File: src/hw/rtl/lpl_pkg.sv
// Package: shared types, constants and register indexes for the peak limiter
package lpl_pkg;
	localparam int SampleBits = 24;
	localparam int DelayDepth = 2048;
	localparam int AddrBits = $clog2(DelayDepth);
	localparam logic [16:0] Unity = 17'h10000;

	localparam logic [2:0] RegThreshold = 3'd0;
	localparam logic [2:0] RegAttack    = 3'd1;
	localparam logic [2:0] RegRelease   = 3'd2;
	localparam logic [2:0] RegDelay     = 3'd3;
	localparam logic [2:0] RegMix       = 3'd4;
	localparam logic [2:0] RegGain      = 3'd5;
	localparam logic [2:0] RegBypass    = 3'd6;

	typedef struct packed {
		logic signed [SampleBits-1:0] left_in;
		logic signed [SampleBits-1:0] right_in;
	} frame_in_t;

	typedef struct packed {
		logic signed [SampleBits-1:0] left_out;
		logic signed [SampleBits-1:0] right_out;
		logic [16:0]                  gain_now;
	} frame_out_t;

	typedef struct packed {
		logic [16:0] threshold_level;
		logic [16:0] attack_step;
		logic [16:0] release_step;
		logic [10:0] lookahead_delay;
		logic [16:0] wet_mix;
		logic [18:0] wet_gain;
		logic        bypass;
	} cfg_t;

	// front to back: the frame with its peak
	typedef struct packed {
		logic signed [SampleBits-1:0] l;
		logic signed [SampleBits-1:0] r;
		logic [SampleBits-1:0]        peak;
	} job_t;
endpackage

File: src/hw/rtl/lpl_front.sv
// Front end: accepts frames, takes the linked peak, queues jobs for the back end
module lpl_front (
	input  logic              clk,
	input  logic              arst_n,
	input  logic              in_valid,
	input  lpl_pkg::frame_in_t in_data,
	output logic              in_stall,
	output logic              q_valid,
	output lpl_pkg::job_t     q_data,
	input  logic              q_pop
);
	import lpl_pkg::*;

	job_t q_mem_q [2];
	logic rd_q, wr_q;
	logic [1:0] cnt_q;
	logic [SampleBits-1:0] ml, mr;
	job_t nj;
	logic push;

	always_comb begin
		ml = in_data.left_in[SampleBits-1] ? SampleBits'(-in_data.left_in) : in_data.left_in;
		mr = in_data.right_in[SampleBits-1] ? SampleBits'(-in_data.right_in) : in_data.right_in;
		nj.l = in_data.left_in;
		nj.r = in_data.right_in;
		nj.peak = (mr > ml) ? mr : ml;
	end

	assign in_stall = (cnt_q == 2'd2);
	assign push = in_valid && !in_stall;
	assign q_valid = (cnt_q != 2'd0);
	assign q_data = q_mem_q[rd_q];

	always_ff @(posedge clk) begin
		if (push) q_mem_q[wr_q] <= nj;
	end

	always_ff @(posedge clk or negedge arst_n) begin
		if (!arst_n) begin
			rd_q <= 1'b0;
			wr_q <= 1'b0;
			cnt_q <= 2'd0;
		end else begin
			if (push) wr_q <= ~wr_q;
			if (q_pop) rd_q <= ~rd_q;
			cnt_q <= cnt_q + 2'(push) - 2'(q_pop);
		end
	end
endmodule

File: config.mk
export PLATFORM = sky130hd
export DESIGN_NAME = lpl_front
export DESIGN_NICKNAME = d
export VERILOG_FILES = /design/src/hw/rtl/lpl_pkg.sv /design/src/hw/rtl/lpl_front.sv
export SDC_FILE = /design/constraint.sdc
export NUM_CORES = 1
export LEC_CHECK = 0
export ABC_AREA = 1
export BUFFER_PORTS_ARGS = -buffer_cell sky130_fd_sc_hd__buf_2
export CORE_ASPECT_RATIO = 1.75
export CORE_MARGIN = 5
export CORE_UTILIZATION = 55
export DETAILED_ROUTE_END_ITERATION = 7
export PLACE_DENSITY = 0.75
export SYNTH_ARGS = -nofsm -noshare
export SYNTH_HDL_FRONTEND = slang
export SYNTH_SLANG_ARGS = --single-unit
export TNS_END_PERCENT = 50
File: constraint.sdc
create_clock -name clk -period 5 [get_ports clk]
set_clock_uncertainty 0.15 [all_clocks]
set_input_delay 1 -clock clk [delete_from_list [all_inputs] [get_ports clk]]
set_output_delay 1 -clock clk [all_outputs]
set_load 0.03 [all_outputs]
; ---- Yosys cells after proc, flatten, opt, wreduce, memory -nomap -nowiden
; Memory sizes are Yosys's and may differ from the RTL's.
; Cells that the tools add are included.
; W data, S select, Z words.
[op_classes]
n_eq_ne = 1
n_reduce_logical = 3
n_mux = 5
n_lt_le_gt_ge = 1
addsub = 4
bitwise = 2
[op_table]
columns = operator, n
row1 = $mux W24, 3
row2 = $neg A24 Y24, 2
row3 = $gt A24 B24 Y1, 1
row4 = $add A2 B1 Y2, 1
row5 = $eq A2 B2 Y1 const B, 1
row6 = $mux W1, 2
row7 = $not A1 Y1, 2
row8 = $reduce_bool A2 Y1, 1
row9 = $sub A2 B1 Y2, 1
row10 = $logic_and A1 B1 Y1, 1
row11 = $logic_not A1 Y1, 1
[totals]
reg_bits = 4
ramBits = 144
n_memories = 1
[memory_table]
columns = memory, depth, word_bits, rd, rd_ports_with_merged_regs, wr, line
row1 = q_mem_q, 2, 72, 1, 0, 1, lpl_front.sv:14  ; job_t q_mem_q [2];

; ---- Logic depth before layout (Yosys ltp)
; Gate-level depths: netlist of run 1.
[depth]
ltp_word = 5
depth_mapped = 23

; ---- Least setup slack after synthesis of run 1
; Ideal clock, no wire load.
[synth_timing]
path_type = input -> register
from = input in_valid
to = memory q_mem_q[0][0] (netlist name), enable pin
setup_time_ps = 503
path_slack_ps = 137
stages = 2
t_arrival_ps = 4210
required_ps = 4347
cell_sequence = o21ai_0 > nor2_1
[synth_between]
elab_chain_cells = 3
[synth_rtl]
columns = element, line
row1 = from (decl), lpl_front.sv:5  ; input logic in_valid,
row2 = $logic_and A1 B1 Y1, lpl_front.sv:30  ; assign push = in_valid && !in_stall;
row3 = $mux W1, lpl_front.sv:35  ; if (push) q_mem_q[wr_q] <= nj;
row4 = $mux W1 (not written as such), lpl_front.sv:35
row5 = to (decl), lpl_front.sv:14
; Every way passes these cells.

==> flow_summary.toml, run 1 <==
[timing]
final.min_clock_period_ns = 3.927
fmax_mhz = 254.6
tightest_slew_ns = 1.001
final.hold.worst_slack_ns = 0.2167
fin_crit_sh_pct = 78.54
slew_headroom_pct = 33.24
setup_tns_ns = 0
rsz0062_at_grt = "no"
setup_viol = 0
report.final.slew_viol_count = 0
final_hold_viol_count = 0

[placement]
io_buffers = 125
dp.final_hpwl_um = 12550
globalplace.congestion = 0.8613
place_area_um2 = 8426

[setup_path]
crit_type = "input pin to register"
cp-start-kind = "input pin"
worstSetupEndpointType = "register"
required_ns = 5.00
worstPathArrival_ns = 3.93
path_max_fanout = 24

[synthesis]
synth_edf_count = 144
ys_seq_area_share_pct = 57.92
synth_xor_area_share_pct = 3.440
synth_top_family_by_area = "simple AND/OR/NAND/NOR gates"
synth_top_area_cell = "edfxtp_1"
synthSimpleGateAreaFrac_pct = 16.41
synth_compound_area_share_pct = 2.211
yosys_warnings = 0
syn_area_um2 = 7639
syn_nets = 775
synth.avg_cell_area_um2 = 10.99
synth.most_common_cell = "nand2_1"
ys.flop_type = "edfxtp_1"
synthCells = 695
synth_area_leaders = "edfxtp_1 57%, mux2_2 11%, nand2_1 8.6%, ha_1 4.6%, inv_1 3.5%"
synth_cell_types = 32
synthTopCellsByCount = "175 x nand2_1, 144 x edfxtp_1, 72 x mux2_2, 71 x inv_1, 49 x nand3_1"
synth-async-reset-ratio_pct = 2.703
netlist.area_leader.share_pct = 56.61
muxShareOfSynthArea_pct = 10.61
ys_ff_latch = 148
synth-adder-area-share_pct = 4.586

[cts]
hold_buffers = 0
clk_pin_slew_ns = 0.07
cts_sinks = 148
root_buffer = "clkbuf_16"
post_cts_buffers = 0
cts.htree.levels = 4
cts_tree = "yes"
cts-resized-gates = 0
cts_made_buffers = 17
clock_path_buffers = 2
insertion_delay_ns = 0.42

[global_route]
grt_max_degree = 74
globalRouteOverflowTotal = 0
track_usage_pct = 22.04
grt_pass1_wl_um = 28330
grt_pass1_vias = 5678
grt_antenna_before_repair = 0

[power]
p_sw_share_pct = 38.02
pwr-share-clk_pct = 25.4
switchingPower_w = 0.001870
intPower_w = 0.003049
power_density_nw_per_um2 = 546.0
power_leakage_nw = 3.882
seqPwrFrac_pct = 39.1
ir_worst_vdd_mv = 0.2853
pwr-share-comb_pct = 35.5

[drt]
drt_iter0_markers = 336
drc_errors = 0
ant_nets = 0
routed_wl_um = 17810
vias = 5482
vias_per_cell = 5.406
drt_first_pass_iters = 5
wire_per_inst_um = 17.57

[cells_and_area]
diodes = 0
nets = 904
area_growth_pct = 17.95
drive_above_1_share_pct = 29.39
utilization_pct = 65.46
final_area_um2 = 9010

[outcome]
status = "completed"

[flow_run]
maxCapViolCount = 0

[die]
dieArea_um2 = 16440
rows = 57
initial_core_util_pct = 55.49
core_area_um2 = 13760
die_w_um = 99.09
fp.dieH_um = 165.9
ios = 126

[min_path]
hp-class = "input pin to async pin"
-- cells by family (layout without fill, tap and decap cells) --
family | Yosys count | in the layout
AND/OR/NAND/NOR | 295 | 295
adder cells (fa/ha/maj) | 28 | 28
XOR/XNOR | 30 | 30
flip-flops | 148 | 148
multiplexers | 72 | 72
buffers and inverters | 90 | 232
AO/OA/AOI/OAI | 32 | 32
-- worst max-delay path, stage by stage --
cell and delay (ns):
buf_2 0.13, inv_1 0.08, ha_1 0.17, nand3_1 0.14
nor2_1 0.28, nand3b_1 0.11, nand2_1 0.22, nand3_1 0.11
nand2_1 0.12, inv_1 0.05, ha_1 0.29, nand4_1 0.12
nor2_1 0.23, nand2_2 0.13, inv_2 0.07, nand2_2 0.06
nand3_4 0.17, nand2_4 0.23, nand2_1 0.11, nand2_1 0.10
-- power by group through the flow --
stage	clock network, W	registers (W)	logic (W)
floorplan	0	0.00183	0.00139
global placement	0	0.00193	0.00174
detailed placement	0	0.00195	0.00176
CTS	0.00127	0.00193	0.00177
global route	0.00133	0.00196	0.00186
finish	0.00125	0.00192	0.00175
-- state kept, by name, indices dropped and copies added, names as in the netlist --
register	flops
wr_q	1
q_mem_q	144
rd_q	1
cnt_q	2
-- cell usage in the layout, fill, tap and decap left out, types with 2 or more instances in the layout --
| cell | instances |
|---|---|
| nand3b_1 | 3 |
| nor3_1 | 2 |
| ha_1 | 28 |
| nor2_2 | 2 |
| clkinvlp_4 | 2 |
| inv_8 | 3 |
| a21oi_1 | 10 |
| nand2_2 | 3 |
| xor2_1 | 22 |
| nand4_1 | 8 |
| inv_1 | 71 |
| buf_4 | 2 |
| nand3_1 | 49 |
| clkbuf_16 | 17 |
| inv_6 | 3 |
| nor2_1 | 44 |
| or2_2 | 2 |
| o21ai_0 | 18 |
| clkinv_4 | 4 |
| inv_2 | 2 |
| nand2_1 | 175 |
| xnor2_1 | 8 |
| buf_2 | 125 |
| edfxtp_1 | 144 |
| mux2_2 | 72 |
| nor2_4 | 3 |
| dfrtp_1 | 3 |
| a21o_1 | 2 |
-- worst paths after layout --
check	from	endpoint	slack, ns	depth (start not counted)
worst max-delay path	in_data[24]	q_mem_q[0][19]$_DFFE_PP_	1.07	20
max in group asynchronous	arst_n	rd_q$_DFFE_PN0P_	4.35	1
worst max register to register	cnt_q[1]$_DFF_PN0_	q_mem_q[1][60]$_DFFE_PP_	2.69	4
min in group clk	cnt_q[0]$_DFF_PN0_	cnt_q[0]$_DFF_PN0_	0.40	1
worst min-delay path	arst_n	cnt_q[1]$_DFF_PN0_	0.22	1
worst min register to register	cnt_q[0]$_DFF_PN0_	cnt_q[0]$_DFF_PN0_	0.40	1
-- metal layers --
metal  GRT usage (%)  vias to the layer above  wire length (um)
met2           41.60                      189              9904
met1           23.45                     2621              6501
met5               0                        -                 0
li1                -                     2635                 -
met4           8.442                        0               473
met3           4.456                       37               931
-- metrics by stage --
stage               setup slack (ns)  total power, W  instances
finish                         1.073        0.004919       1014
CTS                            1.050        0.004970       1014
global placement              0.6928        0.003667        982
floorplan                     0.1372        0.003217        695
detailed placement            0.6413        0.003716        982
global route                  0.7406        0.005152       1014
-- final cells by class --
type / count / area (um2)
clock buffers: 18 / 439.2
clock inverters: 14 / 145.1
fillers: 1113 / 4755
inverters: 73 / 274.0
multi-input cells: 457 / 2861
flip-flops and latches: 148 / 4428
well taps: 177 / 221.5
repair buffers: 127 / 640.6
(Power assumes the default switching activity.)
==> inputs of run 2 (changes only) <==
Settings changed: ABC_AREA 1 to 0, CORE_UTILIZATION 55 to 51, PLACE_DENSITY 0.75 to 0.74.
Clock period 5 ns to 3.5 ns, I/O delays scaled along.
==> flow_summary.toml, run 2 <==
[outcome]
status = "finished with violations"
violations = "negative setup slack"

[power]
switchingPower_w = 0.002676
power_w = 0.007207
pwr-share-clk_pct = 24.0
p_sw_share_pct = 37.13
ir_worst_vdd_mv = 0.5114
intPower_w = 0.004531
power_leakage_nw = 4.027
power_density_nw_per_um2 = 742.2
pwr-share-comb_pct = 39.7
seqPwrFrac_pct = 36.3

[cells_and_area]
largest_register_ff_count = 144
fin_cells = 936
final_common_cell = "edfxtp_1"
diodes = 0
area_growth_pct = 35.99
drive_above_1_share_pct = 52.17
final_cell_mix = "144 x edfxtp_1, 128 x buf_4, 124 x buf_2"
largest-register = "q_mem_q"
nets = 826
final_area_um2 = 9711
top_regs = "q_mem_q (144), cnt_q (2)"

[synthesis]
syn_area_um2 = 7141
yosys_warnings = 0
synth_cell_types = 39
synthTopCellsByCount = "144 x edfxtp_1, 73 x mux2_2, 42 x xor2_1, 30 x inv_1, 28 x ha_1"
netlist.area_leader.share_pct = 60.56
synth-async-reset-ratio_pct = 2.703
synth_edf_count = 144
synthCells = 483
ys_ff_latch = 148
synth.avg_cell_area_um2 = 14.78
syn_nets = 563
synth_top_area_cell = "edfxtp_1"
synth.most_common_cell = "edfxtp_1"
ys_seq_area_share_pct = 61.96
ys.flop_type = "edfxtp_1"
synth_area_leaders = "edfxtp_1 61%, mux2_2 12%, xor2_1 5.2%, ha_1 4.9%, mux2i_1 3.4%"

[flow_run]
maxCapViolCount = 0

[placement]
dp_cells = 888
io_buffers = 125
dp.final_hpwl_um = 12870
globalplace.congestion = 0.7983
place_area_um2 = 8861

[cts]
cts.htree.levels = 4
clk_pin_slew_ns = 0.07
insertion_delay_ns = 0.42
cts_sinks = 148
clock_path_buffers = 2
cts_made_buffers = 17
cts_tree = "yes"
root_buffer = "clkbuf_16"

[drt]
drc_errors = 0
vias = 5002
wire_per_inst_um = 18.96
routed_wl_um = 17750
ant_nets = 0
drt_iter0_markers = 223
vias_per_cell = 5.344
drt_first_pass_iters = 4

[die]
die_w_um = 99.45
ios = 126
core_area_um2 = 13840
fp.dieH_um = 166.5
dieArea_um2 = 16560
initial_core_util_pct = 51.61
rows = 57

[timing]
fin_ws_ns = -0.8073
rsz0062_at_grt = "yes"
tightest_slew_ns = 0.5798
fin_crit_sh_pct = 123.1
final_hold_viol_count = 0
setup_tns_ns = -37.60
final.hold.worst_slack_ns = 0.3201
slew_headroom_pct = 61.35
final.min_clock_period_ns = 4.307
report.final.slew_viol_count = 0
setup_viol = 48
fmax_mhz = 232.2

[global_route]
grt_pass1_wl_um = 27410
grt_max_degree = 73
grt_pass1_vias = 5550
grt_antenna_before_repair = 0
track_usage_pct = 21.49
globalRouteOverflowTotal = 0

[setup_path]
crit_family = "simple AND/OR/NAND/NOR gates"
path_max_fanout = 7
worstPathArrival_ns = 4.30
cp-start-kind = "input pin"
slowest_stage = "or4_2"
crit_chain = "buf_2, buf_4, or4_2, or3_1, o31ai_2, xor2_1, inv_1, ha_1, and3_1, nand2_1, nor4_2, o31ai_1, a22o_4, buf_6, mux2i_2"
required_ns = 3.49
crit_path_max_incr_delay_ns = 0.63
worstSetupEndpointType = "register"
crit_buf_inv = 4
crit_type = "input pin to register"

[min_path]
hp-class = "input pin to register"
run 2: cell count changes in the layout (fill, tap and decap cells not counted), sizes merged, moves of 6 or more:
| cell | before | now |
|---|---|---|
| inv | 79 | 37 |
| o31ai | 0 | 12 |
| nor2 | 49 | 6 |
| mux2i | 0 | 24 |
| xor2 | 22 | 42 |
| nand3 | 50 | 4 |
| nand2b | 0 | 6 |
| nand2 | 179 | 18 |
| or4 | 0 | 9 |
| buf | 127 | 258 |
| o41ai | 0 | 7 |
run 2: power by group through the flow:
stage / combinational [W] / sequential [W] / clock (W)
2_1_floorplan: 0.00195 / 0.00259 / 0
3_3_place_gp: 0.00275 / 0.00263 / 0
3_5_place_dp: 0.00280 / 0.00265 / 0
4_1_cts: 0.00285 / 0.00262 / 0.00175
5_1_grt: 0.00302 / 0.00265 / 0.00185
6_report: 0.00286 / 0.00262 / 0.00173
run 2: logic make-up (layout without fill, tap and decap cells):
family	count (synthesis)	after routing	share of synthesized area (%)
buffers and inverters	45	321	2.383
AO/OA/AOI/OAI	54	54	5.047
AND/OR/NAND/NOR	65	65	5.187
XOR/XNOR	46	46	5.642
flip-flops	148	148	61.96
multiplexers	97	97	14.88
adder cells (fa/ha/maj)	28	28	4.906
run 2: what timing repair did:
item / 4_1_cts / 5_1_grt
pin swaps: 8 / 8
gates resized for setup: 13 / 18
hold buffers: 1 / 0
endpoints found under the hold margin: 4 / 0
buffers inserted: 12 / 3
setup endpoints to repair: 48 / 48
run 2: path summary, 6_finish.rpt:
| check | from | depth (start not counted) | end | slack (ns) |
|---|---|---|---|---|
| worst max-delay path | in_data[5] | 15 | q_mem_q[1][1]$_DFFE_PP_ | -0.81 |
| worst min-delay path | q_pop | 2 | rd_q$_DFFE_PN0P_ | 0.32 |
| worst max register to register | cnt_q[1]$_DFF_PN0_ | 3 | q_mem_q[1][57]$_DFFE_PP_ | 1.50 |
| worst min register to register | cnt_q[0]$_DFF_PN0_ | 1 | cnt_q[0]$_DFF_PN0_ | 0.38 |
| max in group asynchronous | arst_n | 2 | rd_q$_DFFE_PN0P_ | 2.61 |
| min in group asynchronous | arst_n | 2 | rd_q$_DFFE_PN0P_ | 0.46 |
run 2: stage by stage:
stage | setup slack, ns | util (%)
floorplan | -0.8479 | -
global placement | -1.154 | 64.04
detailed placement | -1.352 | 64.04
CTS | -0.7403 | 69.28
global route | -0.9013 | 70.18
finish | -0.8073 | 70.18
run 2: layout make-up:
class / instances / area, um2
flip-flops and latches: 148 / 4425
fillers: 1022 / 4125
multi-input cells: 290 / 2699
repair buffers: 259 / 1680
clock buffers: 17 / 425.4
well taps: 177 / 221.5
clock inverters: 15 / 146.4
inverters: 30 / 112.6
run 2: per-layer routing:
layer / global-route usage [%] / up-vias / wire length (um)
li1: - / 2362 / -
met1: 20.48 / 2455 / 5956
met2: 42.45 / 137 / 10530
met3: 3.767 / 48 / 653
met4: 10.40 / 0 / 608
met5: 0 / - / 0
==> inputs of run 3 (changes only) <==
Settings changed: ABC_AREA 0 to 1, PLACE_DENSITY 0.74 to 0.73.
==> flow_summary.toml, run 3 (synthesis results as in run 1) <==
[drt]
vias = 5694
drc_errors = 0
drt_first_pass_iters = 5
vias_per_cell = 5.272
routed_wl_um = 18940
drt_iter0_markers = 341
ant_nets = 0
wire_per_inst_um = 17.54

[setup_path]
crit_type = "input pin to register"
reg2reg_depth = 5
cp-start-kind = "input pin"
worstSetupEndpointType = "register"
required_ns = 3.52
path_max_fanout = 6
worstPathArrival_ns = 3.31

[cts]
cts_sinks = 148
root_buffer = "clkbuf_16"
cts_made_buffers = 17
clk_pin_slew_ns = 0.06
clock_path_buffers = 2
cts.htree.levels = 4
post_cts_buffers = 0
insertion_delay_ns = 0.42
cts_tree = "yes"

[power]
power_density_nw_per_um2 = 764.6
ir_worst_vdd_mv = 0.4222
power_leakage_nw = 4.225

[die]
fp.dieH_um = 171.9
die_w_um = 102.5
dieArea_um2 = 17620
ios = 126
initial_core_util_pct = 51.74
core_area_um2 = 14760
rows = 59

[cells_and_area]
drive_above_1_share_pct = 34.67
final_area_um2 = 9618
final_common_cell = "nand2_1"
top_regs = "q_mem_q (144), cnt_q (2)"
area_growth_pct = 25.91
largest_register_ff_count = 144
final_cell_mix = "173 x nand2_1, 144 x edfxtp_1, 125 x buf_2"
largest-register = "q_mem_q"
fin_cells = 1080
diodes = 0
nets = 964
nFillCells = 1178

[global_route]
track_usage_pct = 22.20
grt_antenna_before_repair = 0
grt_max_degree = 73
grt_pass1_wl_um = 29570
globalRouteOverflowTotal = 0
grt_pass1_vias = 6017

[outcome]
status = "completed"

[timing]
rsz0062_at_grt = "no"
report.final.slew_viol_count = 0
fmax_mhz = 303.6
fin_crit_sh_pct = 94.11
tightest_slew_ns = 0.9382
final.min_clock_period_ns = 3.294
final_hold_viol_count = 0
setup_viol = 0
slew_headroom_pct = 36.79

[placement]
dp_cells = 1047
globalplace.congestion = 0.8790
place_area_um2 = 8926
dp.final_hpwl_um = 13600
io_buffers = 125

[min_path]
hold_path_depth = 2
hp-class = "input pin to register"

[flow_run]
maxCapViolCount = 0
-- run 3: changes by cell type in the layout (fill, tap and decap cells not counted), sizes merged, moves of 24 or more --
cell   previous run  this run
mux2i            24         0
nor2              6        49
nand3             4        50
inv              37        77
buf             258       186
nand2            18       179
-- run 3: per-layer routing --
metal | track usage (%) | share of wire [%] | vias up
met5 | 0 | 0 | -
met4 | 10.85 | 3.7 | 0
met3 | 3.956 | 5.1 | 45
met2 | 41.08 | 56 | 199
met1 | 23.68 | 35 | 2698
li1 | - | - | 2752
-- run 3: metrics by stage --
step	utilization [%]	power, W	hold WS, ns	setup slack [ns]	setup TNS, ns
finish	65.14	0.007354	0.3228	0.2063	0
global route	65.14	0.007679	0.3192	0.01355	0
CTS	64.86	0.007406	0.3093	0.1499	0
detailed placement	60.46	0.005424	0.3582	-0.2785	-12.61
global placement	60.46	0.005352	0.3562	-0.2200	-9.798
floorplan	-	0.004596	0.2544	-1.063	-153.05
-- run 3: critical path, stage by stage --
cell and delay (ns):
buf_2 0.12, inv_1 0.08, ha_1 0.19, nand3_1 0.14, nor2_2 0.16, nand4_1 0.15
nand2_2 0.15, nand2_1 0.07, nand2_1 0.07, nand2_1 0.11, ha_1 0.31, nand2_1 0.06
inv_1 0.04, nand2_1 0.06, a21oi_1 0.05, nor2_1 0.10, buf_4 0.14, nand2_1 0.05
nor2_1 0.15, nor2_2 0.07, buf_4 0.16, nand2_1 0.10, nand2_1 0.08
-- run 3: cell type report --
type	instances	area (um2)	area share, %
clock buffers	19	442.9	4.605
multi-input cells	457	2903	30.18
repair buffers	187	1144	11.89
flip-flops and latches	148	4428	46.04
clock inverters	13	197.7	2.055
well taps	183	229.0	2.381
inverters	73	274.0	2.849
-- run 3: power breakdown --
part	internal, W	switching [W]
clock	0.00123	0.000750
combinational	0.000942	0.00174
sequential	0.00247	0.000226
-- run 3: worst paths after layout --
check | start | end | slack (ns)
setup / recovery | in_data[1] | q_mem_q[1][15]$_DFFE_PP_ | 0.21
hold / removal | q_pop | rd_q$_DFFE_PN0P_ | 0.32
setup reg to reg | cnt_q[1]$_DFF_PN0_ | cnt_q[0]$_DFF_PN0_ | 1.39
hold reg to reg | cnt_q[0]$_DFF_PN0_ | cnt_q[0]$_DFF_PN0_ | 0.42
max in group asynchronous | arst_n | rd_q$_DFFE_PN0P_ | 2.60
min in group asynchronous | arst_n | cnt_q[0]$_DFF_PN0_ | 0.46
-- run 3: repair_timing --
action | CTS | global route
hold buffers | 1 | 0
endpoints found under the hold margin | 4 | 0
endpoints found under the setup margin | 0 | 48
resized for setup | 0 | 8
